### src/rtl/core/gtr_pkg.sv
package gtr_pkg;

   // Action codes of an input item.
   localparam logic [1:0] ACT_LOAD     = 2'd0;
   localparam logic [1:0] ACT_DRAW_POS = 2'd1;
   localparam logic [1:0] ACT_DRAW_CUR = 2'd2;

   localparam logic [7:0] FIRST_CODE = 8'h20;
   localparam logic [7:0] END_CODE   = 8'h80;

   localparam int GLYPH_ROWS   = 7;
   localparam int GLYPH_COLS   = 5;
   localparam int CELL_ADVANCE = 6;
   localparam int LINE_ADVANCE = 8;
   localparam int Y_TOP        = 255;

   typedef enum logic [1:0] {
      ST_IDLE,
      ST_FETCH,
      ST_DRAW
   } gtr_state_type;

   typedef struct packed {
      logic capture;
      logic fetch_en;
      logic draw_en;
   } gtr_cmd_type;

   typedef struct packed {
      logic start_draw;
      logic fetch_last;
      logic pixel_step;
      logic pixel_final;
   } gtr_sts_type;

endpackage

### src/rtl/core/gtr_ctrl.sv
module gtr_ctrl
   import gtr_pkg::*;
(
   input  logic        clock,
   input  logic        reset,
   input  logic        req_valid,
   output logic        req_ready,
   input  gtr_sts_type sts,
   output gtr_cmd_type cmd
);

   gtr_state_type state_ff;
   gtr_state_type state_in;

   always_ff @(posedge clock) begin
      if (reset) begin
         state_ff <= ST_IDLE;
      end else begin
         state_ff <= state_in;
      end
   end

   always_comb begin
      state_in = state_ff;
      case (state_ff)
         ST_IDLE: begin
            if (req_valid && sts.start_draw) begin
               state_in = ST_FETCH;
            end
         end
         ST_FETCH: begin
            if (sts.fetch_last) begin
               state_in = ST_DRAW;
            end
         end
         ST_DRAW: begin
            if (sts.pixel_step && sts.pixel_final) begin
               state_in = ST_IDLE;
            end
         end
         default: begin
            state_in = ST_IDLE;
         end
      endcase
   end

   always_comb begin
      req_ready    = 1'b0;
      cmd.capture  = 1'b0;
      cmd.fetch_en = 1'b0;
      cmd.draw_en  = 1'b0;
      case (state_ff)
         ST_IDLE: begin
            req_ready   = 1'b1;
            cmd.capture = req_valid;
         end
         ST_FETCH: begin
            cmd.fetch_en = 1'b1;
         end
         ST_DRAW: begin
            cmd.draw_en = 1'b1;
         end
         default: begin
            req_ready = 1'b0;
         end
      endcase
   end

   // A draw always spends its fetch phase before any pixel is scanned.
   assert property (@(posedge clock) disable iff (reset)
      (state_ff == ST_IDLE) |=> (state_ff == ST_IDLE) || (state_ff == ST_FETCH))
      else $error("draw entered without fetch");

   assert property (@(posedge clock) disable iff (reset)
      (state_ff == ST_FETCH) && !sts.fetch_last |=> (state_ff == ST_FETCH))
      else $error("fetch phase left early");

   assert property (@(posedge clock) disable iff (reset)
      (state_ff == ST_DRAW) && !sts.pixel_step |=> (state_ff == ST_DRAW))
      else $error("draw left while a pixel was stalled");

endmodule

### src/rtl/core/gtr_datapath.sv
module gtr_datapath
   import gtr_pkg::*;
#(
   parameter int SCREEN_WIDTH  = 255,
   parameter int SCREEN_HEIGHT = 64,
   parameter int GLYPH_COUNT   = 96
)
(
   input  logic              clock,
   input  logic              reset,
   input  gtr_cmd_type       cmd,
   output gtr_sts_type       sts,
   input  logic [1:0]        req_action,
   input  logic [8:0]        req_font_address,
   input  logic [7:0]        req_font_byte,
   input  logic signed [9:0] req_pos_x,
   input  logic signed [8:0] req_pos_y,
   input  logic [7:0]        req_char_code,
   input  logic [7:0]        req_fg_value,
   input  logic [7:0]        req_bg_value,
   output logic              rsp_valid,
   input  logic              rsp_ready,
   output logic [13:0]       rsp_pixel_address,
   output logic [7:0]        rsp_pixel_value,
   output logic              rsp_last_pixel
);

   localparam int MEM_DEPTH = GLYPH_COUNT * GLYPH_COLS;
   localparam int MEM_AW    = $clog2(MEM_DEPTH);
   localparam logic [13:0] ROW_STEP = 14'(SCREEN_WIDTH - (GLYPH_COLS - 1));
   localparam logic [2:0]  LAST_COL = 3'(GLYPH_COLS - 1);
   localparam logic [2:0]  LAST_ROW = 3'(GLYPH_ROWS - 1);

   logic [7:0] glyph_mem [MEM_DEPTH];
   logic [7:0] rd_data_ff;

   logic signed [9:0] cursor_x_ff, cursor_x_in;
   logic signed [8:0] cursor_y_ff, cursor_y_in;

   logic [9:0]  x0_ff;
   logic [8:0]  y0_ff;
   logic [7:0]  fg_ff;
   logic [7:0]  bg_ff;
   logic [8:0]  glyph_base_ff;
   logic [7:0]  col_bits_ff [GLYPH_COLS];
   logic [2:0]  fetch_cnt_ff;
   logic [2:0]  row_ff;
   logic [2:0]  col_ff;
   logic [13:0] addr_ff;

   logic        rsp_valid_ff;
   logic [13:0] rsp_addr_ff;
   logic [7:0]  rsp_value_ff;
   logic        rsp_last_ff;

   // Decode of the item on the input ports.
   logic [7:0]  glyph_idx;
   logic        code_ok;
   logic        is_draw;
   logic [8:0]  glyph_base_in;
   logic [9:0]  x0_sel;
   logic [8:0]  y0_sel;
   logic [10:0] x_wrap_test;
   logic [9:0]  y_next;

   assign glyph_idx = req_char_code - FIRST_CODE;
   assign code_ok   = (req_char_code >= FIRST_CODE) && (req_char_code < END_CODE)
                      && (glyph_idx < 8'(GLYPH_COUNT));
   assign is_draw   = req_action inside {ACT_DRAW_POS, ACT_DRAW_CUR};
   assign glyph_base_in = {glyph_idx[6:0], 2'b00} + {2'b00, glyph_idx[6:0]};

   assign x0_sel = (req_action == ACT_DRAW_POS) ? req_pos_x : cursor_x_ff;
   assign y0_sel = (req_action == ACT_DRAW_POS) ? req_pos_y : cursor_y_ff;

   // The cursor wraps when the next cell would pass the width.
   assign x_wrap_test = {x0_sel[9], x0_sel} + 11'(2 * CELL_ADVANCE);
   assign y_next      = {y0_sel[8], y0_sel} + 10'(LINE_ADVANCE);

   always_comb begin
      cursor_x_in = x0_sel + 10'(CELL_ADVANCE);
      cursor_y_in = y0_sel;
      if (!x_wrap_test[10] && (x_wrap_test > 11'(SCREEN_WIDTH))) begin
         cursor_x_in = '0;
         if (!y_next[9] && (y_next > 10'(Y_TOP))) begin
            cursor_y_in = 9'(Y_TOP);
         end else begin
            cursor_y_in = y_next[8:0];
         end
      end
   end

   assign sts.start_draw = is_draw && code_ok;

   // Start address of the glyph's top left pixel, modulo the address width.
   logic [13:0] y_ext;
   logic [27:0] y_prod;
   logic [13:0] start_addr;

   assign y_ext      = {{5{y0_ff[8]}}, y0_ff};
   assign y_prod     = {14'd0, y_ext} * 28'(SCREEN_WIDTH);
   assign start_addr = y_prod[13:0] + {{4{x0_ff[9]}}, x0_ff};

   // Pixel position and clipping of the current scan position.
   logic [10:0] px, px_next;
   logic [9:0]  py, py_next;
   logic        col_in, row_in, inside_px, last_px, slot_free, load_out;
   logic [7:0]  cur_col;

   assign px      = {x0_ff[9], x0_ff} + {8'd0, col_ff};
   assign py      = {y0_ff[8], y0_ff} + {7'd0, row_ff};
   assign px_next = px + 11'd1;
   assign py_next = py + 10'd1;
   assign col_in  = !px[10] && (px < 11'(SCREEN_WIDTH));
   assign row_in  = !py[9] && (py < 10'(SCREEN_HEIGHT));
   assign inside_px = col_in && row_in;
   // Visible rows and columns are contiguous, so the last visible pixel is the one
   // whose row and column are each the last visible of their kind.
   assign last_px = ((row_ff == LAST_ROW) || (py_next >= 10'(SCREEN_HEIGHT)))
                    && ((col_ff == LAST_COL) || (px_next >= 11'(SCREEN_WIDTH)));
   assign cur_col   = col_bits_ff[col_ff];
   assign slot_free = !rsp_valid_ff || rsp_ready;
   assign load_out  = cmd.draw_en && inside_px && slot_free;

   assign sts.fetch_last  = (fetch_cnt_ff == 3'(GLYPH_COLS));
   assign sts.pixel_step  = !inside_px || slot_free;
   assign sts.pixel_final = (row_ff == LAST_ROW) && (col_ff == LAST_COL);

   always_ff @(posedge clock) begin
      if (cmd.capture && (req_action == ACT_LOAD)
          && ({1'b0, req_font_address} < 10'(MEM_DEPTH))) begin
         glyph_mem[req_font_address[MEM_AW-1:0]] <= req_font_byte;
      end
      if (cmd.fetch_en && (fetch_cnt_ff < 3'(GLYPH_COLS))) begin
         rd_data_ff <= glyph_mem[MEM_AW'(glyph_base_ff + {6'd0, fetch_cnt_ff})];
      end
   end

   always_ff @(posedge clock) begin
      if (cmd.capture) begin
         x0_ff         <= x0_sel;
         y0_ff         <= y0_sel;
         fg_ff         <= req_fg_value;
         bg_ff         <= req_bg_value;
         glyph_base_ff <= glyph_base_in;
      end
      if (cmd.fetch_en) begin
         if (fetch_cnt_ff != 3'd0) begin
            col_bits_ff[fetch_cnt_ff - 3'd1] <= rd_data_ff;
         end else begin
            addr_ff <= start_addr;
         end
      end
      if (cmd.draw_en && sts.pixel_step) begin
         if (col_ff == LAST_COL) begin
            addr_ff <= addr_ff + ROW_STEP;
         end else begin
            addr_ff <= addr_ff + 14'd1;
         end
      end
      if (load_out) begin
         rsp_addr_ff  <= addr_ff;
         rsp_value_ff <= cur_col[row_ff] ? fg_ff : bg_ff;
         rsp_last_ff  <= last_px;
      end
   end

   always_ff @(posedge clock) begin
      if (reset) begin
         cursor_x_ff  <= '0;
         cursor_y_ff  <= '0;
         fetch_cnt_ff <= '0;
         row_ff       <= '0;
         col_ff       <= '0;
         rsp_valid_ff <= 1'b0;
      end else begin
         if (cmd.capture) begin
            fetch_cnt_ff <= '0;
            row_ff       <= '0;
            col_ff       <= '0;
            if (is_draw) begin
               cursor_x_ff <= cursor_x_in;
               cursor_y_ff <= cursor_y_in;
            end
         end
         if (cmd.fetch_en && !sts.fetch_last) begin
            fetch_cnt_ff <= fetch_cnt_ff + 3'd1;
         end
         if (cmd.draw_en && sts.pixel_step && !sts.pixel_final) begin
            if (col_ff == LAST_COL) begin
               col_ff <= '0;
               row_ff <= row_ff + 3'd1;
            end else begin
               col_ff <= col_ff + 3'd1;
            end
         end
         if (load_out) begin
            rsp_valid_ff <= 1'b1;
         end else if (rsp_ready) begin
            rsp_valid_ff <= 1'b0;
         end
      end
   end

   assign rsp_valid         = rsp_valid_ff;
   assign rsp_pixel_address = rsp_addr_ff;
   assign rsp_pixel_value   = rsp_value_ff;
   assign rsp_last_pixel    = rsp_last_ff;

   assert property (@(posedge clock) disable iff (reset)
      (row_ff <= LAST_ROW) && (col_ff <= LAST_COL) && (fetch_cnt_ff <= 3'(GLYPH_COLS)))
      else $error("scan counter out of range");

   // Only clipped positions may follow the last pixel of a character.
   assert property (@(posedge clock) disable iff (reset)
      load_out && last_px |=> !(cmd.draw_en && inside_px))
      else $error("visible pixel after the last pixel");

   assert property (@(posedge clock) disable iff (reset)
      cmd.draw_en && inside_px && !slot_free |=> cmd.draw_en && $stable(row_ff)
      && $stable(col_ff))
      else $error("visible pixel skipped while the output was full");

endmodule

### src/rtl/core/glyph_text_renderer_top.sv
// A load item, an unused action and a draw of a non-drawable code are accepted in idle.
// A drawable character goes through the accept, a fetch phase reading its five glyph
// columns from the single-port glyph memory, and a scan of its 35 glyph positions,
// visible or clipped; the output register takes a pixel item at each visible position.
// Reset clears the controller, the scan counters, the cursor and the output valid;
// the glyph memory keeps its contents and is undefined until loaded.
module glyph_text_renderer_top
   import gtr_pkg::*;
#(
   parameter int SCREEN_WIDTH  = 255,
   parameter int SCREEN_HEIGHT = 64,
   parameter int GLYPH_COUNT   = 96
)
(
   input  logic              clock,
   input  logic              reset,
   input  logic              req_valid,
   output logic              req_ready,
   input  logic [1:0]        req_action,
   input  logic [8:0]        req_font_address,
   input  logic [7:0]        req_font_byte,
   input  logic signed [9:0] req_pos_x,
   input  logic signed [8:0] req_pos_y,
   input  logic [7:0]        req_char_code,
   input  logic [7:0]        req_fg_value,
   input  logic [7:0]        req_bg_value,
   output logic              rsp_valid,
   input  logic              rsp_ready,
   output logic [13:0]       rsp_pixel_address,
   output logic [7:0]        rsp_pixel_value,
   output logic              rsp_last_pixel
);

   gtr_cmd_type cmd;
   gtr_sts_type sts;

   gtr_ctrl u_ctrl (
      .clock     (clock),
      .reset     (reset),
      .req_valid (req_valid),
      .req_ready (req_ready),
      .sts       (sts),
      .cmd       (cmd)
   );

   gtr_datapath #(
      .SCREEN_WIDTH  (SCREEN_WIDTH),
      .SCREEN_HEIGHT (SCREEN_HEIGHT),
      .GLYPH_COUNT   (GLYPH_COUNT)
   ) u_datapath (
      .clock             (clock),
      .reset             (reset),
      .cmd               (cmd),
      .sts               (sts),
      .req_action        (req_action),
      .req_font_address  (req_font_address),
      .req_font_byte     (req_font_byte),
      .req_pos_x         (req_pos_x),
      .req_pos_y         (req_pos_y),
      .req_char_code     (req_char_code),
      .req_fg_value      (req_fg_value),
      .req_bg_value      (req_bg_value),
      .rsp_valid         (rsp_valid),
      .rsp_ready         (rsp_ready),
      .rsp_pixel_address (rsp_pixel_address),
      .rsp_pixel_value   (rsp_pixel_value),
      .rsp_last_pixel    (rsp_last_pixel)
   );

endmodule

### config.mk
export PLATFORM = sky130hd
export DESIGN_NAME = glyph_text_renderer_top
export DESIGN_NICKNAME = d
export VERILOG_FILES = /design/src/rtl/core/gtr_pkg.sv /design/src/rtl/core/gtr_ctrl.sv /design/src/rtl/core/gtr_datapath.sv /design/src/rtl/core/glyph_text_renderer_top.sv
export SDC_FILE = /design/constraint.sdc
export NUM_CORES = 2
export LEC_CHECK = 0
export BUFFER_PORTS_ARGS = -buffer_cell sky130_fd_sc_hd__buf_2
export CAP_MARGIN = 30
export CELL_PAD_IN_SITES_DETAIL_PLACEMENT = 1
export CELL_PAD_IN_SITES_GLOBAL_PLACEMENT = 1
export CORE_ASPECT_RATIO = 0.6
export CORE_MARGIN = 2
export CORE_UTILIZATION = 60
export CTS_CLUSTER_DIAMETER = 120
export DETAILED_ROUTE_END_ITERATION = 6
export GPL_ROUTABILITY_DRIVEN = 0
export HOLD_SLACK_MARGIN = 0.15
export PLACE_DENSITY_LB_ADDON = 0.1
export SETUP_SLACK_MARGIN = 0.15
export SLEW_MARGIN = 20
export SYNTH_ARGS = -nofsm -noshare
export SYNTH_HDL_FRONTEND = slang
export SYNTH_SLANG_ARGS = --single-unit
### constraint.sdc
create_clock -name clock -period 7.4 [get_ports clock]
set_input_delay 0.74 -clock clock [delete_from_list [all_inputs] [get_ports clock]]
set_output_delay 0.74 -clock clock [all_outputs]
set_load 0.05 [all_outputs]
==> flow_summary_export.csv <==
group,metric,value,unit
outcome,outcome,"finished clean",
global_routing,grt_pass1_wl,625000,microns
critical_path,path_buf_inv,3,
sta,fin_crit_sh,0.780,
global_routing,grt_max_degree,217,
routing,drt_iter0_drc,12800,
yosys,synth-main-ff-cell,"edfxtp_1",
power,power_density,280,mW/mm^2
yosys,synthesis.nets,7580,
yosys,syn-instance-count,7391,
critical_path,critical_path_class,"reg2reg",
critical_path,path_delay_family,"adder cells",
placed_design,hpwl,274000,microns
sta,period_needed,5.77,ns
sta,finClkSkew,0.0493,ns
sta,drv_slew,0,
clocking,cts_root_buf,"clkbuf_16",
power,p_leak,55.7,nW
sta,setup_tns,0,ns
yosys,async_flop_share,0,
floorplan,ioPinCount,91,
sta,slew_headroom,0.191,
critical_path,r2r_cells,11,
worst_hold_path,whs_path_depth,1,
final_layout,final_net_count,7943,
clocking,cts.sinks,4003,
yosys,ys_seq_area_frac,0.755,
yosys,yosysUniqueCellTypes,89,
yosys,syn_area_per_cell,21.5,sq um
sta,setup_slack,1.63,ns
routing,first_pass_iters,6,
routing,wl,441000,microns
clocking,htree_levels,5,
clocking,path_clk_slew,0.06,ns
yosys,synth_edf_count,3969,
critical_path,crit_cells,11,
clocking,cts_setup_buffers,0,
power,ir_drop,0.236,mV
critical_path,critPathSlowestCell,"fa_4",
critical_path,critPathLaunchType,"flip-flop",
final_layout,fillCellCount,20400,
placed_design,pre_cts_slack,1.65,ns
floorplan,die_y,402,microns
global_routing,grt_pass1_vias,81400,
clocking,tritoncts,"done",
sta,worst_slew_pin_slew,1.21,ns
yosys,synthesis.area,0.159,sq mm
critical_path,crit_chain,"ha_4, fa_4, buf_4, buf_12, mux4_2, mux4_2, nand2_1, a21oi_1, buf_4, a2111oi_0, nand4_1",
final_layout,stdcell_area,0.177,sq mm
routing,num_vias,81200,
worst_hold_path,hp-class,"in2reg",
global_routing,track_usage,0.331,
critical_path,worstPathRequired,8.00,ns
yosys,ys_ff_latch,4003,
clocking,clockBufferDepth,4,
flow_run,timing.max_cap.violations,0,
critical_path,max_stage_delay,1.37,ns
final_layout,area_growth,11.4,%
sta,rsz0062_at_grt,"false",
critical_path,endpoint_kind,"flip-flop",
placed_design,dp_cells,10800,
global_routing,antenna_found_initial,27,
sta,finalSetupViolations,0,
sta,final-hold-violation-count,0,
placed_design,port_buffers,90,
floorplan,core-area,0.264,sq mm
yosys,ys.warnings.count,0,
critical_path,crit_arrival,6.37,ns
global_routing,grt-ovfl-total,0,
routing,wl_per_cell,38.0,microns
routing,vias_per_cell,7.00,
final_layout,drive_gt1_frac,0.269,
clocking,clock_latency,0.92,ns
sta,max_freq,0.173,GHz
clocking,cts_made_buffers,355,
floorplan,rows,146,
routing,ant_nets,0,
floorplan,start_util,0.602,
floorplan,dieArea,0.269,sq mm
floorplan,die_w,668,microns
routing,route.detailed.drc,0,
placed_design,postPlaceCellArea,0.164,sq mm
power,power,49.5,mW
critical_path,crit_fanout,100,
final_layout,final_cells,11600,
[state kept, by name, summed over array words and instances (netlist names), 9 cells and up, named ones only]
register,count
u_datapath.rsp_pixel_address,14
u_datapath.cursor_y_ff,9
u_datapath.col_bits_ff,40
u_datapath.glyph_base_ff,9
u_datapath.x0_ff,10
u_datapath.glyph_mem,3840
u_datapath.addr_ff,14
u_datapath.cursor_x_ff,10
u_datapath.y0_ff,9
[placed cells by master, fill, tap and decap left out, types with 9 or more instances in the layout]
cell type         n
nor2b_1          21
nor2_1          556
clkinv_1         57
buf_6            16
a21o_1           15
mux2i_1          43
nand2_1         332
xnor2_1          40
fa_1             49
dfxtp_1          34
nor3_1           37
a31oi_1          13
inv_1           125
a21oi_1          94
buf_2            82
a2111oi_0         9
buf_8            10
diode_2          11
ha_1             72
nor4_1           12
o21ai_0          27
nand3_1          69
clkinv_2         68
edfxtp_1       3969
xor2_1           12
buf_4           238
bufinv_16        42
and3_1           23
mux4_2         1176
nand4_1          20
clkbuf_1         68
o22ai_1          18
dlygate4sd3_1    22
clkbuf_16       365
mux2_2           24
mux4_1            9
buf_12           45
nand2_4          10
clkinvlp_4       15
[report_power, final]
part	internal, mW	total (mW)	switching, mW	leakage, nW
logic	2.19	5.45	3.26	14.1
clock network	10.6	18.9	8.32	5.64
registers	25.1	25.1	0.0771	36.0
total	37.8	49.5	11.7	55.7
[routing by layer]
metal | GRT usage | up-vias | part of all wire
li1 | - | 31300 | -
met1 | 0.524 | 43600 | 0.40
met2 | 0.466 | 5689 | 0.44
met3 | 0.0903 | 666 | 0.13
met4 | 0.0844 | 18 | 0.027
met5 | 0 | - | 0.00027
[path summary, 6_finish.rpt]
path / slack, ns / startpoint / endpoint
worst min register to register: 0.46 / u_datapath.cursor_y_ff[4] / u_datapath.cursor_y_ff[4]
worst min-delay path: 0.21 / req_font_byte[3] / u_datapath.glyph_mem[384][3]
worst max-delay path: 1.63 / u_datapath.fetch_cnt_ff[0] / u_datapath.rd_data_ff[2]
worst max register to register: 1.63 / u_datapath.fetch_cnt_ff[0] / u_datapath.rd_data_ff[2]
[kinds of logic after synthesis]
family,after synthesis,synth area share
DFF,4003,0.755
buffers and inverters,538,0.0151
and+or+nand+nor,1146,0.0304
adders and majority gates,123,0.0121
xor gates and xnor gates,54,0.00303
muxes,1255,0.173
AOI/OAI and AO/OA,272,0.0114
[final cells by class]
class / instances / area (sq um) / area share
timing repair buffer: 418 / 3750 / 0.0212
clock buffer: 436 / 9430 / 0.0533
clock inverter: 200 / 2130 / 0.0120
inverter: 126 / 473 / 0.00267
tap: 3552 / 4440 / 0.0251
antenna: 11 / 27.5 / 0.000156
sequential: 4003 / 120000 / 0.677
multi-input combinational: 2850 / 36800 / 0.208
[Yosys cell counts (13+ instances only)]
cell type,instances,area [sq um]
buf_2,146,731
mux2_2,24,270
mux2i_1,43,430
nor3_1,38,190
a31oi_1,14,87.6
mux4_2,1176,26500
a21oi_1,94,470
nand3_1,75,375
o21ai_0,28,140
fa_1,50,1000
inv_1,125,469
clkbuf_1,213,800
nor2b_1,21,131
buf_4,28,210
o22ai_1,18,113
buf_1,13,48.8
xnor2_1,41,359
nor4_1,13,81.3
nand2_1,343,1290
ha_1,73,913
a21o_1,15,113
and3_1,23,144
nor2_1,565,2120
edfxtp_1,3969,119000
nand4_1,20,125
a2111oi_0,13,114
dfxtp_1,34,681
[worst reg2reg max path: cells and delay by family (launching register included)]
family / cells / cell delay (ns)
adders and majority gates: 2 / 1.62
muxes: 2 / 1.18
buffers and inverters: 3 / 1.11
AOI/OAI and AO/OA: 2 / 0.80
DFF: 1 / 0.44
and+or+nand+nor: 2 / 0.32
[metrics by stage]
stage	hold slack, ns	utilization
after floorplan	0.431	-
after global placement	0.440	0.622
after detailed placement	0.445	0.624
after CTS	0.159	0.668
after global routing	0.189	0.671
final	0.209	0.671
[repair_timing]
action                                 4_1_cts  5_1_grt
endpoints found under the hold margin       22        0
setup endpoints to repair                    0        0
gates resized for setup                      0        0
hold buffers                                22        0
(Power assumes the default switching activity.)
